### config.mk
export PLATFORM = sky130hd
export DESIGN_NAME = dns_query_name_parser
export DESIGN_NICKNAME = d
export VERILOG_FILES = /design/src/hdl/dqnp_pkg.sv /design/src/hdl/dns_query_name_parser.sv /design/src/hdl/dqnp_front.sv /design/src/hdl/dqnp_queue.sv /design/src/hdl/dqnp_back.sv
export SDC_FILE = /design/constraint.sdc
export NUM_CORES = 1
export LEC_CHECK = 0
export ABC_AREA = 1
export BUFFER_PORTS_ARGS = -buffer_cell sky130_fd_sc_hd__buf_2
export CORE_MARGIN = 1.5
export CORE_UTILIZATION = 46
export CTS_BUF_LIST = sky130_fd_sc_hd__clkbuf_16
export CTS_CLUSTER_SIZE = 24
export DETAILED_ROUTE_END_ITERATION = 16
export GPL_TIMING_DRIVEN = 0
export PLACE_DENSITY = 0.65
export SLEW_MARGIN = 20
export SYNTH_ARGS = -nofsm -noshare
export SYNTH_HDL_FRONTEND = slang
export SYNTH_SLANG_ARGS = --single-unit
### constraint.sdc
create_clock -name clk -period 9.5 [get_ports clk]
set_input_delay 1.9 -clock clk [delete_from_list [all_inputs] [get_ports clk]]
set_output_delay 1.9 -clock clk [all_outputs]
set_load 0.005 [all_outputs]
### src/hdl/dqnp_pkg.sv
// Shared types and constants for the DNS query name parser.
package dqnp_pkg;

  // Packet position where the first name character sits.
  localparam logic [3:0] NAME_START = 4'd13;
  localparam logic [7:0] LABEL_LIMIT = 8'h20;
  localparam logic [7:0] DOT_CHAR = 8'h2E;
  localparam logic [2:0] TAIL_BYTES = 3'd4;
  localparam logic [7:0] MAX_NAME_RESET = 8'hFF;

  typedef enum logic [1:0] {
    ST_OK    = 2'd0,
    ST_SHORT = 2'd1,
    ST_LONG  = 2'd2,
    ST_TRUNC = 2'd3
  } status_t;

  typedef enum logic [1:0] {
    PH_HEADER = 2'd0,
    PH_NAME   = 2'd1,
    PH_AFTER  = 2'd2,
    PH_FAILED = 2'd3
  } phase_t;

  typedef struct packed {
    logic [7:0] packet_byte;
    logic       last_byte;
  } in_t;

  typedef struct packed {
    logic        is_summary;
    logic [7:0]  name_char;
    logic [7:0]  name_length;
    logic [7:0]  dot_count;
    logic [15:0] query_type;
    status_t     status;
  } out_t;

endpackage

### src/hdl/dns_query_name_parser.sv
// DNS query name parser: packet bytes in, name characters and a summary out.
// A result passes through the result queue and then the output register before it is on out_data.
// Throughput: one byte per cycle while in_ready is high, set by the parse update in the front end.
// in_ready drops only when the result queue is full behind a stalled consumer.
// Reset (rst_n low at a clock edge) clears the parse state and the queue and sets
// the name length limit to 255.
module dns_query_name_parser #(
  parameter int QUEUE_DEPTH = 4
) (
  input  logic           clk,
  input  logic           rst_n,
  input  logic           cfg_wr_en,
  input  logic [7:0]     cfg_wr_data,
  input  logic           in_valid,
  output logic           in_ready,
  input  dqnp_pkg::in_t  in_data,
  output logic           out_valid,
  input  logic           out_ready,
  output dqnp_pkg::out_t out_data
);

  logic           in_fire;
  logic           res_valid;
  dqnp_pkg::out_t res_item;
  logic           q_full;
  logic           q_pop;
  logic           q_valid;
  dqnp_pkg::out_t q_item;

  assign in_ready = !q_full;
  assign in_fire  = in_valid && in_ready;

  dqnp_front u_front (
    .clk        (clk),
    .rst_n      (rst_n),
    .cfg_wr_en  (cfg_wr_en),
    .cfg_wr_data(cfg_wr_data),
    .in_fire    (in_fire),
    .in_item    (in_data),
    .res_valid  (res_valid),
    .res_item   (res_item)
  );

  dqnp_queue #(
    .DEPTH(QUEUE_DEPTH)
  ) u_queue (
    .clk      (clk),
    .rst_n    (rst_n),
    .push     (in_fire && res_valid),
    .push_item(res_item),
    .full     (q_full),
    .pop      (q_pop),
    .q_valid  (q_valid),
    .q_item   (q_item)
  );

  dqnp_back u_back (
    .clk      (clk),
    .rst_n    (rst_n),
    .q_valid  (q_valid),
    .q_item   (q_item),
    .pop      (q_pop),
    .out_valid(out_valid),
    .out_ready(out_ready),
    .out_data (out_data)
  );

endmodule

### src/hdl/dqnp_front.sv
// Front end: accepts packet bytes, tracks the parse and produces result items.
module dqnp_front (
  input  logic          clk,
  input  logic          rst_n,
  input  logic          cfg_wr_en,
  input  logic [7:0]    cfg_wr_data,
  input  logic          in_fire,
  input  dqnp_pkg::in_t in_item,
  output logic          res_valid,
  output dqnp_pkg::out_t res_item
);

  logic [3:0]        pos_r, pos_nxt;
  dqnp_pkg::phase_t  phase_r, phase_nxt;
  logic [7:0]        chars_r, chars_nxt;
  logic [7:0]        dots_r, dots_nxt;
  logic [15:0]       type_r, type_nxt;
  logic [2:0]        after_r, after_nxt;
  dqnp_pkg::status_t err_r, err_nxt;
  logic [7:0]        max_len_r;

  logic [7:0]        b;
  logic              emit;
  logic [7:0]        ch;
  dqnp_pkg::status_t st;

  always_comb begin
    b         = in_item.packet_byte;
    emit      = 1'b0;
    ch        = 8'h00;
    st        = dqnp_pkg::ST_OK;
    pos_nxt   = (pos_r == dqnp_pkg::NAME_START) ? pos_r : pos_r + 4'd1;
    phase_nxt = phase_r;
    chars_nxt = chars_r;
    dots_nxt  = dots_r;
    type_nxt  = type_r;
    after_nxt = after_r;
    err_nxt   = err_r;

    if (phase_r == dqnp_pkg::PH_HEADER && pos_r == dqnp_pkg::NAME_START) begin
      phase_nxt = dqnp_pkg::PH_NAME;
    end

    case (phase_nxt)
      dqnp_pkg::PH_NAME: begin
        if (chars_r >= max_len_r) begin
          phase_nxt = dqnp_pkg::PH_FAILED;
          err_nxt   = dqnp_pkg::ST_LONG;
        end else if (b == 8'h00) begin
          phase_nxt = dqnp_pkg::PH_AFTER;
        end else begin
          emit      = 1'b1;
          chars_nxt = chars_r + 8'd1;
          if (b < dqnp_pkg::LABEL_LIMIT) begin
            ch       = dqnp_pkg::DOT_CHAR;
            dots_nxt = dots_r + 8'd1;
          end else begin
            ch = b;
          end
          if (chars_nxt >= max_len_r) begin
            phase_nxt = dqnp_pkg::PH_FAILED;
            err_nxt   = dqnp_pkg::ST_LONG;
          end
        end
      end
      dqnp_pkg::PH_AFTER: begin
        if (after_r < 3'd2) begin
          type_nxt = {type_r[7:0], b};
        end
        if (after_r < dqnp_pkg::TAIL_BYTES) begin
          after_nxt = after_r + 3'd1;
        end
      end
      default: begin
      end
    endcase

    if (phase_nxt == dqnp_pkg::PH_FAILED) begin
      st = err_nxt;
    end else if (phase_nxt == dqnp_pkg::PH_HEADER) begin
      st = dqnp_pkg::ST_SHORT;
    end else if (phase_nxt == dqnp_pkg::PH_AFTER && after_nxt >= dqnp_pkg::TAIL_BYTES) begin
      st = dqnp_pkg::ST_OK;
    end else begin
      st = dqnp_pkg::ST_TRUNC;
    end

    res_item = '0;
    if (in_item.last_byte) begin
      res_valid            = 1'b1;
      res_item.is_summary  = 1'b1;
      res_item.name_length = (st == dqnp_pkg::ST_OK) ? chars_nxt : 8'h00;
      res_item.dot_count   = dots_nxt;
      res_item.query_type  = (st == dqnp_pkg::ST_OK) ? type_nxt : 16'h0000;
      res_item.status      = st;
      // The summary closes the packet; the next byte starts a new header.
      pos_nxt   = '0;
      phase_nxt = dqnp_pkg::PH_HEADER;
      chars_nxt = '0;
      dots_nxt  = '0;
      type_nxt  = '0;
      after_nxt = '0;
      err_nxt   = dqnp_pkg::ST_OK;
    end else begin
      res_valid          = emit;
      res_item.name_char = ch;
    end
  end

  always_ff @(posedge clk) begin
    if (!rst_n) begin
      pos_r     <= '0;
      phase_r   <= dqnp_pkg::PH_HEADER;
      chars_r   <= '0;
      dots_r    <= '0;
      type_r    <= '0;
      after_r   <= '0;
      err_r     <= dqnp_pkg::ST_OK;
      max_len_r <= dqnp_pkg::MAX_NAME_RESET;
    end else begin
      if (cfg_wr_en) begin
        max_len_r <= cfg_wr_data;
      end
      if (in_fire) begin
        pos_r   <= pos_nxt;
        phase_r <= phase_nxt;
        chars_r <= chars_nxt;
        dots_r  <= dots_nxt;
        type_r  <= type_nxt;
        after_r <= after_nxt;
        err_r   <= err_nxt;
      end
    end
  end

  a_last_clears: assert property (@(posedge clk) disable iff (!rst_n)
    in_fire && in_item.last_byte |=>
      phase_r == dqnp_pkg::PH_HEADER && pos_r == 4'd0 && chars_r == 8'd0)
    else $error("packet state not cleared after last byte");

  a_header_no_chars: assert property (@(posedge clk) disable iff (!rst_n)
    phase_r == dqnp_pkg::PH_HEADER |-> chars_r == 8'd0 && dots_r == 8'd0)
    else $error("name counters moved during header skip");

  a_error_only_failed: assert property (@(posedge clk) disable iff (!rst_n)
    err_r != dqnp_pkg::ST_OK |-> phase_r == dqnp_pkg::PH_FAILED)
    else $error("error code set outside failed phase");

endmodule

### src/hdl/dqnp_queue.sv
// Short result queue between the parse front end and the output stage.
module dqnp_queue #(
  parameter int DEPTH = 4
) (
  input  logic           clk,
  input  logic           rst_n,
  input  logic           push,
  input  dqnp_pkg::out_t push_item,
  output logic           full,
  input  logic           pop,
  output logic           q_valid,
  output dqnp_pkg::out_t q_item
);

  localparam int PtrW = (DEPTH > 1) ? $clog2(DEPTH) : 1;
  localparam int CntW = $clog2(DEPTH + 1);
  localparam logic [PtrW-1:0] LastPtr = PtrW'(DEPTH - 1);
  localparam logic [CntW-1:0] FullCnt = CntW'(DEPTH);

  dqnp_pkg::out_t  entry_r [DEPTH];
  logic [PtrW-1:0] wr_ptr_r, rd_ptr_r;
  logic [CntW-1:0] count_r, count_nxt;

  assign full    = (count_r == FullCnt);
  assign q_valid = (count_r != '0);
  assign q_item  = entry_r[rd_ptr_r];

  always_comb begin
    case ({push, pop})
      2'b10:   count_nxt = count_r + CntW'(1);
      2'b01:   count_nxt = count_r - CntW'(1);
      default: count_nxt = count_r;
    endcase
  end

  always_ff @(posedge clk) begin
    if (push) begin
      entry_r[wr_ptr_r] <= push_item;
    end
  end

  always_ff @(posedge clk) begin
    if (!rst_n) begin
      wr_ptr_r <= '0;
      rd_ptr_r <= '0;
      count_r  <= '0;
    end else begin
      if (push) begin
        wr_ptr_r <= (wr_ptr_r == LastPtr) ? '0 : wr_ptr_r + PtrW'(1);
      end
      if (pop) begin
        rd_ptr_r <= (rd_ptr_r == LastPtr) ? '0 : rd_ptr_r + PtrW'(1);
      end
      count_r <= count_nxt;
    end
  end

  a_no_overflow: assert property (@(posedge clk) disable iff (!rst_n)
    push |-> !full || pop)
    else $error("push into a full result queue");

  a_no_underflow: assert property (@(posedge clk) disable iff (!rst_n)
    pop |-> q_valid)
    else $error("pop from an empty result queue");

endmodule

### src/hdl/dqnp_back.sv
// Back end: output register that hands queued results to the consumer.
module dqnp_back (
  input  logic           clk,
  input  logic           rst_n,
  input  logic           q_valid,
  input  dqnp_pkg::out_t q_item,
  output logic           pop,
  output logic           out_valid,
  input  logic           out_ready,
  output dqnp_pkg::out_t out_data
);

  logic           out_valid_r;
  dqnp_pkg::out_t out_data_r;

  // Pop a queued item when the register is empty or its transfer completes.
  assign pop       = q_valid && (!out_valid_r || out_ready);
  assign out_valid = out_valid_r;
  assign out_data  = out_data_r;

  always_ff @(posedge clk) begin
    if (!rst_n) begin
      out_valid_r <= 1'b0;
    end else if (!out_valid_r || out_ready) begin
      out_valid_r <= q_valid;
    end
  end

  always_ff @(posedge clk) begin
    if (pop) begin
      out_data_r <= q_item;
    end
  end

endmodule
==> results.py <==
metrics = {
    "outcome": {
        "outcome": "completed",
    },
    "placed_design": {
        "routabilityCongestion": 0.8917,
        "io_buffer_count": 65,
        "place_ws_ns": 4.861,
        "dp_cells": 1506,
        "hpwl_um": 17830,
    },
    "drt": {
        "wl_per_cell_um": 16.74,
        "via_count": 8140,
        "drt-pass1-iter-count": 5,
        "drtAntennaViolNets": 0,
        "via_per_inst": 5.225,
        "drc": 0,
        "dr.first_iter.drc_count": 630,
        "wl_um": 26080,
    },
    "min_path": {
        "hp-start": "u_queue.count_r[0]$_SDFFE_PN0P_",
        "min_to": "u_queue.count_r[0]$_SDFFE_PN0P_",
        "whs_path_depth": 1,
        "hp-class": "register to register",
    },
    "logic_synthesis": {
        "synth_top_family_by_area": "simple AND/OR/NAND/NOR gates",
        "avgSynthCellArea_sq_um": 10.67,
        "synthXorXnorAreaFrac": 0.003729,
        "synth_nets": 1151,
        "yosys.area_share.simple": 0.1505,
        "ys_warn_count": 0,
        "synth_mux_area_frac": 0,
        "ys_types": 40,
        "syn_inst": 1101,
        "ys_ff_latch": 274,
        "synth_fa_ha_area_frac": 0.03047,
        "syn_area_sq_um": 11740,
        "seq_area_frac_synth": 0.6504,
        "synth_compound_area_frac": 0.1166,
    },
    "critical_path": {
        "worstPathCellList": "buf_2, nor2_2, nand2_4, inv_4, nand2_4, inv_4, nor2_4, o21ai_2, ha_1, inv_1, fa_1, a21oi_1, o21ai_0, o21ai_0, a21oi_1",
        "r2r_end": "u_queue.count_r[2]$_SDFFE_PN0P_",
        "end_kind": "register",
        "rrSetupSlack_ns": 6.05,
        "slowest_stage": "o21ai_2",
        "critPathKind": "input pin to register",
        "worstReg2RegStart": "u_front.chars_r[0]$_SDFFE_PN0P_",
        "cp.required_ns": 9.93,
        "crit_path_max_incr_delay_ns": 0.52,
        "cp-start-kind": "input pin",
        "crit_arrival_ns": 4.54,
        "critPathMaxFanout": 9,
        "r2r_cells": 17,
    },
    "cells_and_area": {
        "antennaDiodeCount": 0,
        "syn2layout_area_growth_pct": 16.75,
        "finalNonFillerCells": 1558,
        "fillCellCount": 2195,
        "nNetsFinal": 1257,
        "final_core_util": 0.5460,
        "final_layout_size_suffix_gt1_frac": 0.1458,
    },
    "power_and_ir_drop": {
        "p_seq_frac": 0.459,
        "p_leak_nw": 5.000,
        "irDropWorstVdd_mv": 0.1469,
        "switching_share": 0.2814,
        "p_comb_frac": 0.207,
        "p_per_area_nw_per_um2": 241.4,
        "p_int_mw": 2.378,
        "pwr-share-clk": 0.334,
        "p_switching_mw": 0.9312,
    },
    "sta": {
        "setup_viol": 0,
        "fin_skew_ns": 0.03049,
        "slew_viol_final": 0,
        "post-route-period-util": 0.4319,
        "hold_violations": 0,
        "fmax_ghz": 0.2437,
        "fin_setup_tns_ns": 0,
        "holdWs_ns": 0.4518,
        "rsz0062_at_grt": "no",
        "period_needed_ns": 4.103,
        "fin_ws_ns": 5.397,
        "relSlewSlack": 0.4888,
        "worst_slew_pin_slew_ns": 0.7667,
    },
    "global_route": {
        "grt_overflow": 0,
        "grt_max_degree": 24,
        "grtUsageTotal": 0.2013,
        "grt_pass1_wl_um": 41380,
        "grt_pass1_vias": 7723,
        "antenna_found_initial": 0,
    },
    "clock_network": {
        "htree_num_levels": 1,
        "cts_made_buffers": 29,
        "cts_tree": "done",
        "cts_resized": 0,
        "path_clk_slew_ns": 0.06,
        "hold_buffers": 0,
        "clock_sinks": 274,
        "clk_path_buf_depth": 3,
        "cts.root.buffer_cell": "clkbuf_16",
        "clk_latency_ns": 0.56,
        "post_cts_buffers": 0,
    },
    "die": {
        "row_count": 58,
        "io-pin-count": 67,
        "die_w_um": 162.8,
        "core_sq_um": 25110,
        "die_h_um": 162.8,
        "die-area_sq_um": 26490,
        "initial_core_util": 0.4677,
    },
    "job": {
        "maxCapViolCount": 0,
    },
}
-- flip-flops by register name (all words and copies together), names as in the netlist --
signal and count:
u_front.after_r 3, u_back.out_valid 1, u_queue.count_r 3, u_front.dots_r 8
u_queue.entry_r 172, u_queue.rd_ptr_r 2, u_front.chars_r 8, u_front.pos_r 4
u_front.err_r 2, u_front.type_r 16, u_front.max_len_r 8, u_queue.wr_ptr_r 2
u_front.phase_r 2, u_back.out_data 43
-- placed cells by master (no fill, tap or decap), drive strengths merged --
cell type,instances
ha,27
a31oi,1
nand3b,1
o21ai,136
inv,95
o211ai,2
nand4,5
fa,1
edfxtp,215
buf,84
a21oi,69
a211oi,2
o21bai,1
nor2,158
o21a,1
nand3,22
clkinv,11
clkbuf,71
a21o,1
xor2,5
clkinvlp,1
bufinv,4
or2,2
o22ai,43
nand2,207
nor3,4
dfxtp,59
-- worst max-delay path by stage --
stage,to,from,cells past startpoint,slack [ns]
2_1_floorplan,u_queue.count_r[2]$_SDFFE_PN0P_,out_ready,9,3.79
3_3_place_gp,u_queue.count_r[2]$_SDFFE_PN0P_,out_ready,10,2.43
3_5_place_dp,u_queue.count_r[2]$_SDFFE_PN0P_,in_data[8],15,4.86
4_1_cts,u_queue.count_r[2]$_SDFFE_PN0P_,in_data[8],15,5.44
5_1_grt,u_queue.count_r[2]$_SDFFE_PN0P_,in_data[8],15,5.15
6_report,u_queue.count_r[2]$_SDFFE_PN0P_,in_data[8],15,5.40
-- cell type report --
class / instances / area (sq um) / share of cell area
Sequential cell: 274 / 7637 / 0.5571
Clock buffer: 29 / 725.7 / 0.05293
Timing Repair Buffer: 75 / 578.1 / 0.04216
Buffer: 51 / 232.7 / 0.01698
Inverter: 88 / 335.3 / 0.02446
Tap cell: 330 / 412.9 / 0.03012
Multi-Input combinational cell: 688 / 3582 / 0.2613
Clock inverter: 23 / 205.2 / 0.01497
-- power by group through the flow --
stage | registers, mW | logic (mW) | clock network (mW)
floorplan | 1.57 | 0.343 | 0
finish | 1.52 | 0.684 | 1.11
detailed placement | 1.55 | 0.698 | 0
global placement | 1.56 | 0.630 | 0
global route | 1.53 | 0.770 | 1.17
CTS | 1.52 | 0.700 | 1.12
-- routing by layer --
layer	vias up	share of wire	track usage
met3	59	0.052	0.02521
li1	4019	-	-
met5	-	0	0
met4	0	0.032	0.07381
met1	3846	0.44	0.2709
met2	216	0.47	0.3352
-- worst max-delay path: cells and delay by family --
family | cells | cell delay, ns
AOI/OAI and AO/OA | 5 | 1.04
and+or+nand+nor | 4 | 0.44
adders and majority gates | 2 | 0.71
buffers and inverters | 4 | 0.44
-- kinds of logic (layout without fill, tap and decap cells) --
logic type	after synthesis	after routing
buffers and inverters	139	266
adders and majority gates	28	28
xor gates and xnor gates	5	5
AOI/OAI and AO/OA	256	256
and+or+nand+nor	399	399
DFF	274	274
-- Yosys cell counts (all sizes together) --
library cell / n / area [sq um]
o21a: 1 / 7.510
nor2: 158 / 760.7
nor3: 4 / 20.02
o21ai: 136 / 688.2
clkinv: 1 / 3.750
a21o: 1 / 7.510
ha: 27 / 337.8
clkbuf: 42 / 157.7
o211ai: 2 / 15.01
edfxtp: 215 / 6456
o21bai: 1 / 7.510
nand3b: 1 / 7.510
or2: 2 / 12.51
a31oi: 1 / 6.260
fa: 1 / 20.02
dfxtp: 59 / 1181
buf: 9 / 75.06
o22ai: 43 / 269.0
a211oi: 2 / 15.01
a21oi: 69 / 352.8
nand3: 22 / 115.1
xor2: 5 / 43.79
nand4: 5 / 43.79
nand2: 207 / 807.0
inv: 87 / 331.6
-- through the flow --
stage / total power [mW] / cell area [sq um]
3_5_place_dp: 2.244 / 12780
5_1_grt: 3.473 / 13710
2_1_floorplan: 1.917 / 11740
3_3_place_gp: 2.194 / 12480
4_1_cts: 3.345 / 13710
6_report: 3.309 / 13710
Power figures use the tool's default switching activity.
